===== src/rtl/assert_macros.svh =====
// ----------------------------------------------------------------------------
// Assertion macros
// Shared concurrent assertion forms for the session retry controller.
// ----------------------------------------------------------------------------
`ifndef ASSERT_MACROS_SVH
`define ASSERT_MACROS_SVH

// same-cycle implication
`define SHRF_ASSERT_NOW(label, clk, rstn, ante, cons, msg) \
    label: assert property (@(posedge clk) disable iff (!rstn) (ante) |-> (cons)) \
        else $error(msg);

// next-cycle implication
`define SHRF_ASSERT_NEXT(label, clk, rstn, ante, cons, msg) \
    label: assert property (@(posedge clk) disable iff (!rstn) (ante) |=> (cons)) \
        else $error(msg);

`endif


===== src/rtl/shrf_pkg.sv =====
// ----------------------------------------------------------------------------
// shrf_pkg
// Types and constants of the session handshake retry controller.
// ----------------------------------------------------------------------------
package shrf_pkg;

    typedef enum logic [1:0] {
        CMD_START = 2'd0,
        CMD_POLL  = 2'd1,
        CMD_FRAME = 2'd2,
        CMD_SEAL  = 2'd3
    } cmd_t;

    typedef enum logic [1:0] {
        FK_EMPTY     = 2'd0,
        FK_HS_RESP   = 2'd1,
        FK_TRANSPORT = 2'd2,
        FK_OTHER     = 2'd3
    } frame_kind_t;

    typedef enum logic [1:0] {
        CR_OK        = 2'd0,
        CR_REPLAY    = 2'd1,
        CR_EXHAUSTED = 2'd2,
        CR_FAIL      = 2'd3
    } crypto_t;

    typedef enum logic [3:0] {
        ST_IDLE        = 4'd0,
        ST_HS_SENT     = 4'd1,
        ST_ESTAB       = 4'd2,
        ST_OPENED      = 4'd3,
        ST_SEALED      = 4'd4,
        ST_INPUT_ERR   = 4'd5,
        ST_STATE_ERR   = 4'd6,
        ST_REPLAY      = 4'd7,
        ST_EXHAUSTED   = 4'd8,
        ST_CRYPTO_FAIL = 4'd9
    } status_t;

    typedef enum logic [1:0] {
        MODE_DOWN = 2'd0,
        MODE_HS   = 2'd1,
        MODE_EST  = 2'd2
    } mode_t;

    localparam int CFG_IDX_W = 3;
    localparam logic [CFG_IDX_W-1:0] CFG_RETRY_MIN  = 3'd0;
    localparam logic [CFG_IDX_W-1:0] CFG_RETRY_CAP  = 3'd1;
    localparam logic [CFG_IDX_W-1:0] CFG_RETRY_SLOW = 3'd2;
    localparam logic [CFG_IDX_W-1:0] CFG_SILENCE    = 3'd3;
    localparam logic [CFG_IDX_W-1:0] CFG_FAIL_LIMIT = 3'd4;

    localparam logic [31:0] RETRY_MIN_RST  = 32'd1000000;
    localparam logic [31:0] RETRY_CAP_RST  = 32'd16000000;
    localparam logic [31:0] RETRY_SLOW_RST = 32'd30000000;
    localparam logic [31:0] SILENCE_RST    = 32'd5000000;
    localparam logic [7:0]  FAIL_LIMIT_RST = 8'd3;
    localparam logic [7:0]  FAIL_SAT       = 8'd255;

    // (interval / 4) * byte, and the jitter after the divide by 255
    localparam int PROD_W = 38;
    localparam int JIT_W  = 30;

    typedef struct packed {
        logic [31:0] retry_min;
        logic [31:0] retry_cap;
        logic [31:0] retry_slow;
        logic [31:0] silence_limit;
        logic [7:0]  fail_limit;
    } cfg_t;

    typedef struct packed {
        cmd_t        cmd;
        logic [63:0] now;
        frame_kind_t kind;
        crypto_t     cr;
        logic        fits;
        logic [7:0]  rnd;
    } item_t;

    typedef struct packed {
        status_t     status;
        mode_t       link_state;
        logic [31:0] hs_count;
    } res_t;

    typedef struct packed {
        logic             busy;
        logic             add_vld;
        logic [JIT_W-1:0] value;
    } jit_t;

    function automatic status_t crypto_status(crypto_t cr);
        status_t st;
        unique case (cr)
            CR_REPLAY:    st = ST_REPLAY;
            CR_EXHAUSTED: st = ST_EXHAUSTED;
            default:      st = ST_CRYPTO_FAIL;
        endcase
        return st;
    endfunction

endpackage


===== src/rtl/session_handshake_retry_fsm.sv =====
// ----------------------------------------------------------------------------
// session_handshake_retry_fsm
// Link-state controller of an encrypted session with jittered backoff.
// ----------------------------------------------------------------------------
// One event word per cycle, stalled while the jitter unit is busy or while a
// held result waits on m_ready: a word is registered on entry, handled in one
// pass against the link state and leaves through a registered result. A poll
// that sends a handshake initiation starts the jitter unit ((interval / 4) *
// random_byte / 255, a multiply stage and a divide stage); the word behind it
// waits while that unit adds the jitter into the retry deadline.
`include "assert_macros.svh"

module session_handshake_retry_fsm import shrf_pkg::*; (
    input  logic                 aclk,
    input  logic                 aresetn,
    input  logic                 cfg_valid,
    output logic                 cfg_ready,
    input  logic [CFG_IDX_W-1:0] cfg_index,
    input  logic [31:0]          cfg_data,
    input  logic                 s_valid,
    output logic                 s_ready,
    input  logic [1:0]           s_cmd,
    input  logic [63:0]          s_now_time_us,
    input  logic [1:0]           s_frame_kind,
    input  logic [1:0]           s_crypto_result,
    input  logic                 s_buffer_fits,
    input  logic [7:0]           s_random_byte,
    output logic                 m_valid,
    input  logic                 m_ready,
    output logic [3:0]           m_status,
    output logic [1:0]           m_link_state,
    output logic [31:0]          m_handshake_count
);

    cfg_t        cfg;
    jit_t        jit;
    logic        jit_start;
    logic [31:0] jit_interval;
    res_t        res;

    logic        in_vld_reg;
    item_t       in_item_reg;
    logic        out_vld_reg;
    res_t        out_res_reg;
    logic        fire;

    assign cfg_ready = 1'b1;
    assign fire      = in_vld_reg && !jit.busy && (!out_vld_reg || m_ready);
    assign s_ready   = !in_vld_reg || fire;

    always_ff @(posedge aclk) begin
        if (!aresetn) begin
            in_vld_reg  <= 1'b0;
            out_vld_reg <= 1'b0;
        end else begin
            if (s_ready) begin
                in_vld_reg <= s_valid;
            end
            if (fire) begin
                out_vld_reg <= 1'b1;
            end else if (m_ready) begin
                out_vld_reg <= 1'b0;
            end
        end
    end

    always_ff @(posedge aclk) begin
        if (s_valid && s_ready) begin
            in_item_reg.cmd  <= cmd_t'(s_cmd);
            in_item_reg.now  <= s_now_time_us;
            in_item_reg.kind <= frame_kind_t'(s_frame_kind);
            in_item_reg.cr   <= crypto_t'(s_crypto_result);
            in_item_reg.fits <= s_buffer_fits;
            in_item_reg.rnd  <= s_random_byte;
        end
        if (fire) begin
            out_res_reg <= res;
        end
    end

    shrf_cfg_regs u_cfg (
        .aclk     (aclk),
        .aresetn  (aresetn),
        .wr_en    (cfg_valid && cfg_ready),
        .wr_index (cfg_index),
        .wr_data  (cfg_data),
        .cfg      (cfg)
    );

    shrf_jitter u_jitter (
        .aclk     (aclk),
        .aresetn  (aresetn),
        .start    (jit_start),
        .interval (jit_interval),
        .rnd      (in_item_reg.rnd),
        .jit      (jit)
    );

    shrf_core u_core (
        .aclk         (aclk),
        .aresetn      (aresetn),
        .fire         (fire),
        .item         (in_item_reg),
        .cfg          (cfg),
        .jit          (jit),
        .jit_start    (jit_start),
        .jit_interval (jit_interval),
        .res          (res)
    );

    assign m_valid           = out_vld_reg;
    assign m_status          = out_res_reg.status;
    assign m_link_state      = out_res_reg.link_state;
    assign m_handshake_count = out_res_reg.hs_count;

    `SHRF_ASSERT_NEXT(a_in_held, aclk, aresetn, in_vld_reg && !fire, in_vld_reg, "pending word dropped")

endmodule


===== src/rtl/shrf_cfg_regs.sv =====
// ----------------------------------------------------------------------------
// shrf_cfg_regs
// Configuration register file; writes to unknown indexes are dropped.
// ----------------------------------------------------------------------------
module shrf_cfg_regs import shrf_pkg::*; (
    input  logic                 aclk,
    input  logic                 aresetn,
    input  logic                 wr_en,
    input  logic [CFG_IDX_W-1:0] wr_index,
    input  logic [31:0]          wr_data,
    output cfg_t                 cfg
);

    cfg_t cfg_reg;
    cfg_t cfg_next;

    always_comb begin
        cfg_next = cfg_reg;
        if (wr_en) begin
            unique case (wr_index)
                CFG_RETRY_MIN:  cfg_next.retry_min     = wr_data;
                CFG_RETRY_CAP:  cfg_next.retry_cap     = wr_data;
                CFG_RETRY_SLOW: cfg_next.retry_slow    = wr_data;
                CFG_SILENCE:    cfg_next.silence_limit = wr_data;
                CFG_FAIL_LIMIT: cfg_next.fail_limit    = wr_data[7:0];
                default: ;
            endcase
        end
    end

    always_ff @(posedge aclk) begin
        if (!aresetn) begin
            cfg_reg.retry_min     <= RETRY_MIN_RST;
            cfg_reg.retry_cap     <= RETRY_CAP_RST;
            cfg_reg.retry_slow    <= RETRY_SLOW_RST;
            cfg_reg.silence_limit <= SILENCE_RST;
            cfg_reg.fail_limit    <= FAIL_LIMIT_RST;
        end else begin
            cfg_reg <= cfg_next;
        end
    end

    assign cfg = cfg_reg;

endmodule


===== src/rtl/shrf_jitter.sv =====
// ----------------------------------------------------------------------------
// shrf_jitter
// Two-stage jitter unit: (interval / 4) * byte, then divide by 255.
// ----------------------------------------------------------------------------
`include "assert_macros.svh"

module shrf_jitter import shrf_pkg::*; (
    input  logic        aclk,
    input  logic        aresetn,
    input  logic        start,
    input  logic [31:0] interval,
    input  logic [7:0]  rnd,
    output jit_t        jit
);

    logic [PROD_W-1:0] prod_reg;
    logic [PROD_W-1:0] prod_next;
    logic              prod_vld_reg;
    logic [JIT_W-1:0]  jit_reg;
    logic [JIT_W-1:0]  jit_next;
    logic              jit_vld_reg;

    logic [JIT_W:0]    q0_sum;
    logic [JIT_W-1:0]  q0;
    logic [PROD_W-1:0] q0_x255;
    logic [PROD_W-1:0] rem_full;
    logic [10:0]       rem;
    logic [11:0]       corr_sum;

    assign prod_next = PROD_W'(interval[31:2]) * PROD_W'(rnd);

    // x/255 from the series x/256 + x/65536 + ..., underestimates by at most 4
    always_comb begin
        q0_sum   = (JIT_W+1)'(prod_reg[PROD_W-1:8]) + (JIT_W+1)'(prod_reg[PROD_W-1:16])
                 + (JIT_W+1)'(prod_reg[PROD_W-1:24]) + (JIT_W+1)'(prod_reg[PROD_W-1:32]);
        q0       = q0_sum[JIT_W-1:0];
        q0_x255  = {q0, 8'b0} - PROD_W'(q0);
        rem_full = prod_reg - q0_x255;
        rem      = rem_full[10:0];
        corr_sum = 12'(rem) + 12'(rem[10:8]) + 12'd1;
        jit_next = q0 + JIT_W'(corr_sum[11:8]);
    end

    always_ff @(posedge aclk) begin
        if (!aresetn) begin
            prod_vld_reg <= 1'b0;
            jit_vld_reg  <= 1'b0;
        end else begin
            prod_vld_reg <= start;
            jit_vld_reg  <= prod_vld_reg;
        end
    end

    always_ff @(posedge aclk) begin
        if (start) begin
            prod_reg <= prod_next;
        end
        if (prod_vld_reg) begin
            jit_reg <= jit_next;
        end
    end

    assign jit.busy    = prod_vld_reg | jit_vld_reg;
    assign jit.add_vld = jit_vld_reg;
    assign jit.value   = jit_reg;

    `SHRF_ASSERT_NOW(a_jit_one_stage, aclk, aresetn, 1'b1, $onehot0({prod_vld_reg, jit_vld_reg}), "jitter unit holds two words")
    `SHRF_ASSERT_NOW(a_jit_start_idle, aclk, aresetn, start, !jit.busy, "jitter started while busy")

endmodule


===== src/rtl/shrf_core.sv =====
// ----------------------------------------------------------------------------
// shrf_core
// Link state, retry backoff, silence and decrypt-failure handling.
// ----------------------------------------------------------------------------
`include "assert_macros.svh"

module shrf_core import shrf_pkg::*; (
    input  logic        aclk,
    input  logic        aresetn,
    input  logic        fire,
    input  item_t       item,
    input  cfg_t        cfg,
    input  jit_t        jit,
    output logic        jit_start,
    output logic [31:0] jit_interval,
    output res_t        res
);

    mode_t       mode_reg,     mode_next;
    logic [63:0] deadline_reg, deadline_next;
    logic [63:0] last_good_reg, last_good_next;
    logic [31:0] interval_reg, interval_next;
    logic [7:0]  fail_reg,     fail_next;
    logic [31:0] cnt_reg,      cnt_next;

    logic [63:0] elapsed;
    logic        poll_est;
    logic        poll_hs;
    logic        init_req;
    logic        init_ok;
    logic [31:0] ibase;
    logic [32:0] interval_x2;
    logic [31:0] widened;
    logic [7:0]  fail_inc;
    logic        transport_err;
    logic        rekey;
    logic        hs_done;
    logic        opened;
    status_t     status;

    always_comb begin
        elapsed  = item.now - last_good_reg;
        poll_est = (item.cmd == CMD_POLL) && (mode_reg == MODE_EST)
                && (elapsed >= {32'd0, cfg.silence_limit});
        poll_hs  = (item.cmd == CMD_POLL) && (mode_reg == MODE_HS)
                && (item.now >= deadline_reg);
        init_req = poll_est || poll_hs;
        init_ok  = init_req && item.fits && (item.cr == CR_OK);
        ibase    = poll_est ? cfg.retry_min : interval_reg;

        interval_x2 = {interval_reg, 1'b0};
        if (interval_reg >= cfg.retry_cap) begin
            widened = cfg.retry_slow;
        end else if (interval_x2 > {1'b0, cfg.retry_cap}) begin
            widened = cfg.retry_cap;
        end else begin
            widened = interval_x2[31:0];
        end

        fail_inc      = (fail_reg == FAIL_SAT) ? FAIL_SAT : fail_reg + 8'd1;
        transport_err = (item.cmd == CMD_FRAME) && (item.kind == FK_TRANSPORT)
                     && (mode_reg == MODE_EST) && item.fits && (item.cr != CR_OK);
        opened        = (item.cmd == CMD_FRAME) && (item.kind == FK_TRANSPORT)
                     && (mode_reg == MODE_EST) && item.fits && (item.cr == CR_OK);
        hs_done       = (item.cmd == CMD_FRAME) && (item.kind == FK_HS_RESP)
                     && (mode_reg == MODE_HS) && (item.cr == CR_OK);
        rekey         = (transport_err && (item.cr != CR_REPLAY)
                         && (fail_inc >= cfg.fail_limit))
                     || ((item.cmd == CMD_SEAL) && (mode_reg == MODE_EST) && item.fits
                         && (item.cr == CR_EXHAUSTED));
    end

    // status of the word
    always_comb begin
        status = ST_IDLE;
        unique case (item.cmd)
            CMD_START: status = ST_IDLE;
            CMD_POLL: begin
                priority if (!init_req)          status = ST_IDLE;
                else if (!item.fits)             status = ST_INPUT_ERR;
                else if (item.cr != CR_OK)       status = crypto_status(item.cr);
                else                             status = ST_HS_SENT;
            end
            CMD_FRAME: begin
                unique case (item.kind)
                    FK_HS_RESP: begin
                        priority if (mode_reg != MODE_HS) status = ST_STATE_ERR;
                        else if (item.cr != CR_OK)        status = crypto_status(item.cr);
                        else                              status = ST_ESTAB;
                    end
                    FK_TRANSPORT: begin
                        priority if (mode_reg != MODE_EST) status = ST_STATE_ERR;
                        else if (!item.fits)               status = ST_INPUT_ERR;
                        else if (item.cr != CR_OK)         status = crypto_status(item.cr);
                        else                               status = ST_OPENED;
                    end
                    default: status = ST_INPUT_ERR;
                endcase
            end
            CMD_SEAL: begin
                priority if (mode_reg != MODE_EST) status = ST_STATE_ERR;
                else if (!item.fits)               status = ST_INPUT_ERR;
                else if (item.cr == CR_OK)         status = ST_SEALED;
                else                               status = crypto_status(item.cr);
            end
            default: status = ST_IDLE;
        endcase
    end

    // link mode
    always_comb begin
        mode_next = mode_reg;
        if (fire) begin
            priority if (item.cmd == CMD_START) mode_next = MODE_HS;
            else if (init_ok || rekey)          mode_next = MODE_HS;
            else if (hs_done)                   mode_next = MODE_EST;
            else                                mode_next = mode_reg;
        end
    end

    // timers and counters
    always_comb begin
        deadline_next  = deadline_reg;
        last_good_next = last_good_reg;
        interval_next  = interval_reg;
        fail_next      = fail_reg;
        cnt_next       = cnt_reg;
        if (fire) begin
            unique case (item.cmd)
                CMD_START: begin
                    last_good_next = item.now;
                    interval_next  = cfg.retry_min;
                    deadline_next  = item.now;
                    fail_next      = 8'd0;
                    cnt_next       = 32'd0;
                end
                CMD_POLL: begin
                    if (poll_est) begin
                        interval_next = cfg.retry_min;
                    end
                    if (poll_hs) begin
                        interval_next = widened;
                    end
                    if (init_ok) begin
                        fail_next     = 8'd0;
                        deadline_next = item.now + {32'd0, ibase};
                        cnt_next      = cnt_reg + 32'd1;
                    end
                end
                CMD_FRAME: begin
                    if (hs_done || opened) begin
                        fail_next      = 8'd0;
                        last_good_next = item.now;
                    end
                    if (transport_err && (item.cr != CR_REPLAY)) begin
                        fail_next = fail_inc;
                    end
                    if (rekey) begin
                        interval_next = cfg.retry_min;
                        deadline_next = 64'd0;
                    end
                end
                CMD_SEAL: begin
                    if (rekey) begin
                        interval_next = cfg.retry_min;
                        deadline_next = 64'd0;
                    end
                end
                default: ;
            endcase
        end else if (jit.add_vld) begin
            deadline_next = deadline_reg + {{(64-JIT_W){1'b0}}, jit.value};
        end
    end

    always_ff @(posedge aclk) begin
        if (!aresetn) begin
            mode_reg      <= MODE_HS;
            deadline_reg  <= 64'd0;
            last_good_reg <= 64'd0;
            interval_reg  <= RETRY_MIN_RST;
            fail_reg      <= 8'd0;
            cnt_reg       <= 32'd0;
        end else begin
            mode_reg      <= mode_next;
            deadline_reg  <= deadline_next;
            last_good_reg <= last_good_next;
            interval_reg  <= interval_next;
            fail_reg      <= fail_next;
            cnt_reg       <= cnt_next;
        end
    end

    assign jit_start      = fire && init_ok;
    assign jit_interval   = ibase;
    assign res.status     = status;
    assign res.link_state = mode_next;
    assign res.hs_count   = cnt_next;

    `SHRF_ASSERT_NOW(a_mode_never_down, aclk, aresetn, 1'b1, (mode_reg == MODE_HS) || (mode_reg == MODE_EST), "link mode left handshaking/established")
    `SHRF_ASSERT_NEXT(a_cnt_step, aclk, aresetn, fire && init_ok, cnt_reg == $past(cnt_reg) + 32'd1, "initiation not counted")

endmodule

===== config.mk =====
export PLATFORM = sky130hd
export DESIGN_NAME = session_handshake_retry_fsm
export DESIGN_NICKNAME = d
export VERILOG_FILES = /design/src/rtl/shrf_pkg.sv /design/src/rtl/session_handshake_retry_fsm.sv /design/src/rtl/shrf_cfg_regs.sv /design/src/rtl/shrf_jitter.sv /design/src/rtl/shrf_core.sv
export VERILOG_INCLUDE_DIRS = /design/src /design/src/rtl
export SDC_FILE = /design/constraint.sdc
export NUM_CORES = 2
export LEC_CHECK = 0
export BUFFER_PORTS_ARGS = -buffer_cell sky130_fd_sc_hd__buf_2
export CORE_ASPECT_RATIO = 0.75
export CORE_MARGIN = 5
export CORE_UTILIZATION = 40
export CTS_CLUSTER_SIZE = 14
export DETAILED_ROUTE_END_ITERATION = 10
export SLEW_MARGIN = 30
export SYNTH_ARGS = -nofsm -noshare
export SYNTH_HDL_FRONTEND = slang
export SYNTH_SLANG_ARGS = --single-unit

===== constraint.sdc =====
create_clock -name aclk -period 14.7 [get_ports aclk]
set_input_delay 2.205 -clock aclk [delete_from_list [all_inputs] [get_ports aclk]]
set_output_delay 2.205 -clock aclk [all_outputs]
set_load 0.01 [all_outputs]

==> flow_summary.yaml <==
power:
  peakVddDrop_mv: 0.116
  powerDensity_nw_per_um2: 103
  p_leak_nw: 19.9
  power_mw: 5.05
detailed_routing:
  route.detailed.drc: 0
  routedWlPerCell_um: 22.1
  vias: 40183
  ant_nets: 0
  totalWireLength_um: 153000
  viasPerCell: 5.80
  drt_first_pass_iters: 6
  drt_iter0_drc: 4350
timing:
  max_slew_margin: 0.330
  setup_violations: 0
  slew_violations: 0
  tightest_slew_ns: 1.00
  max_clock_freq_ghz: 0.0741
  layout_setup_ws_ns: 1.21
  finalSetupTns_ns: 0
  rsz0062_at_grt: "false"
  finClkSkew_ns: 0.0441
  hold_viol: 0
  finalCriticalPeriod_ns: 13.49
  min_period_over_period: 0.918
placement:
  gp_congestion: 0.974
  dp.final_hpwl_um: 115000
  dpl_worst_slack_ns: 1.40
  port_buffers: 158
  dpl_cell_area_um2: 47000
synth:
  synth_seq_cells: 527
  synthArstFlopShare: 0
  synthXorXnorAreaFrac: 0.0456
  syn-mean-instance-area_um2: 8.32
  synth_area_leader_cell: "dfxtp_1"
  yosysWarnings: 0
  synth_flop_cell: "dfxtp_1"
  synthesis.area_um2: 44700
  syn-num-nets: 6119
  muxShareOfSynthArea: 0.0172
  synth_edf_count: 185
  yosys.area_share.simple: 0.192
  synthDistinctLibCells: 97
  synthTopCellsByArea: "dfxtp_1 15%, edfxtp_1 12%, ha_1 12%"
  synth_top_family_by_area: "adder cells"
  synthCells: 5380
  synth_top_cell_area_share: 0.153
  ys_seq_area_frac: 0.277
  synth_compound_area_frac: 0.198
  synthAdderAreaFrac: 0.206
die:
  start_util: 0.402
  die_y_um: 300
  dieArea_um2: 119000
  die_w_um: 396
  coreArea_um2: 111000
  ioPinCount: 160
  rows: 106
clocking:
  htreeDepth: 2
  cts_made_buffers: 59
  cts_num_sinks: 527
  cts_root_buf: "clkbuf_16"
  clk_latency_ns: 0.69
  clk_path_buf_depth: 3
  hold_buffers: 0
  cts_tree: "built"
  clk_pin_slew_ns: 0.07
  post_cts_resized: 0
  postCtsSetupBuffers: 0
critical_path:
  r2r_slack_ns: 1.21
  crit_path_max_fanout: 48
  max_stage_delay_ns: 0.79
  arrival_ns: 13.92
  path_common_cell: "fa_1"
  startpoint_type: "register"
  worst-setup-path-type: "reg2reg"
  required_ns: 15.13
  cp-end-kind: "register"
  crit_slowest_cell: "or4_1"
  reg2reg_depth: 43
final_layout:
  fin_nets: 6163
  postLayoutCellArea_um2: 49100
  area_growth_syn_to_layout_pct: 9.82
  antenna_cells: 0
  drive_gt1_frac: 0.0776
  largest_reg_flops: 136
global_routing:
  grt_pass1_vias: 37336
  grt_use_total: 0.250
  overflow: 0
  grt_max_degree: 86
  antenna_found_initial: 6
  grt_pass1_wl_um: 232000
worst_hold_path:
  hold_class: "reg2reg"
  hold_depth: 2
flow_run:
  drv_cap: 0
run_status:
  status: "complete, no violations"
-- Yosys cell counts, drive strengths merged (11+ instances only) --
cell / number
buf: 48
clkbuf: 188
and4: 12
nand2: 705
dfxtp: 342
a31oi: 25
o21bai: 33
or4: 24
a31o: 13
o221ai: 39
a21o: 131
or2: 14
and2: 92
mux2i: 48
or3: 34
a21boi: 11
o21a: 34
inv: 507
mux2: 13
o22ai: 33
ha: 426
nor3: 86
nand3: 160
o31ai: 27
o21ai: 221
nor2b: 146
edfxtp: 185
nand4: 78
a21oi: 564
nand2b: 69
fa: 194
nor4: 20
nor2: 270
o211ai: 54
xnor2: 157
a211oi: 86
and3: 57
o32ai: 13
xor2: 76
-- through the flow --
step,hold WS (ns),util,cells
global route,0.471,0.442,6933
finish,0.450,0.442,6933
detailed placement,0.443,0.422,6820
global placement,0.438,0.422,6819
CTS,0.452,0.441,6932
floorplan,0.433,-,5380
-- routing by layer --
| metal | routed length (µm) | GRT usage | vias to the layer above |
|---|---|---|---|
| met5 | 0 | 0 | - |
| met4 | 3630 | 0.0570 | 0 |
| met3 | 15800 | 0.0553 | 194 |
| met2 | 61400 | 0.356 | 1736 |
| met1 | 72500 | 0.381 | 19276 |
| li1 | - | - | 18977 |
-- cell type report --
class                      count  area [µm²]
clock buffer                  74        1640
clock inverter                38         463
fill                       11108       62100
inverter                     508        1920
multi-input combinational   4109       29600
sequential                   527       12400
tap                         1458        1820
timing repair buffer         219        1290
-- final timing paths --
check | start | end
worst min-delay path | u_cfg.cfg[43] | u_cfg.cfg[43]
worst max register to register | in_item_reg[30] | u_jitter.prod_reg[37]
worst max-delay path | in_item_reg[30] | u_jitter.prod_reg[37]
worst min register to register | u_cfg.cfg[43] | u_cfg.cfg[43]
-- critical path: cells and delay by family, from the launching register on --
kind            cells  cell delay (ns)
fa+ha+maj           7             3.16
mux                 1             0.44
xor+xnor            2             0.22
compound gates     17             4.94
buf+inv             3             0.50
simple gates       13             3.46
flops               1             0.52
-- report_power, final --
group | internal, mW | switching, mW
Combinational | 0.636 | 1.12
Sequential | 1.60 | 0.0627
Clock | 0.937 | 0.698
-- layout by cell type (no fill, tap or decap), types with 56 or more instances in the layout --
master,count
a211oi_1,81
a21o_1,131
a21oi_1,558
and2_1,90
and3_1,56
buf_2,157
buf_4,58
clkbuf_16,61
dfxtp_1,342
edfxtp_1,185
fa_1,194
ha_1,426
inv_1,503
nand2_1,703
nand2b_1,67
nand3_1,157
nand4_1,78
nor2_1,264
nor2b_1,145
nor3_1,86
o21ai_0,204
xnor2_1,157
xor2_1,76
-- kinds of logic after synthesis --
kind of cell	Yosys count
buffers and inverters	744
DFF	527
and+or+nand+nor	1791
muxes	61
AOI/OAI and AO/OA	1403
adders and majority gates	620
xor gates and xnor gates	233
other	1
Note: power is estimated with default switching activity, not from simulation.
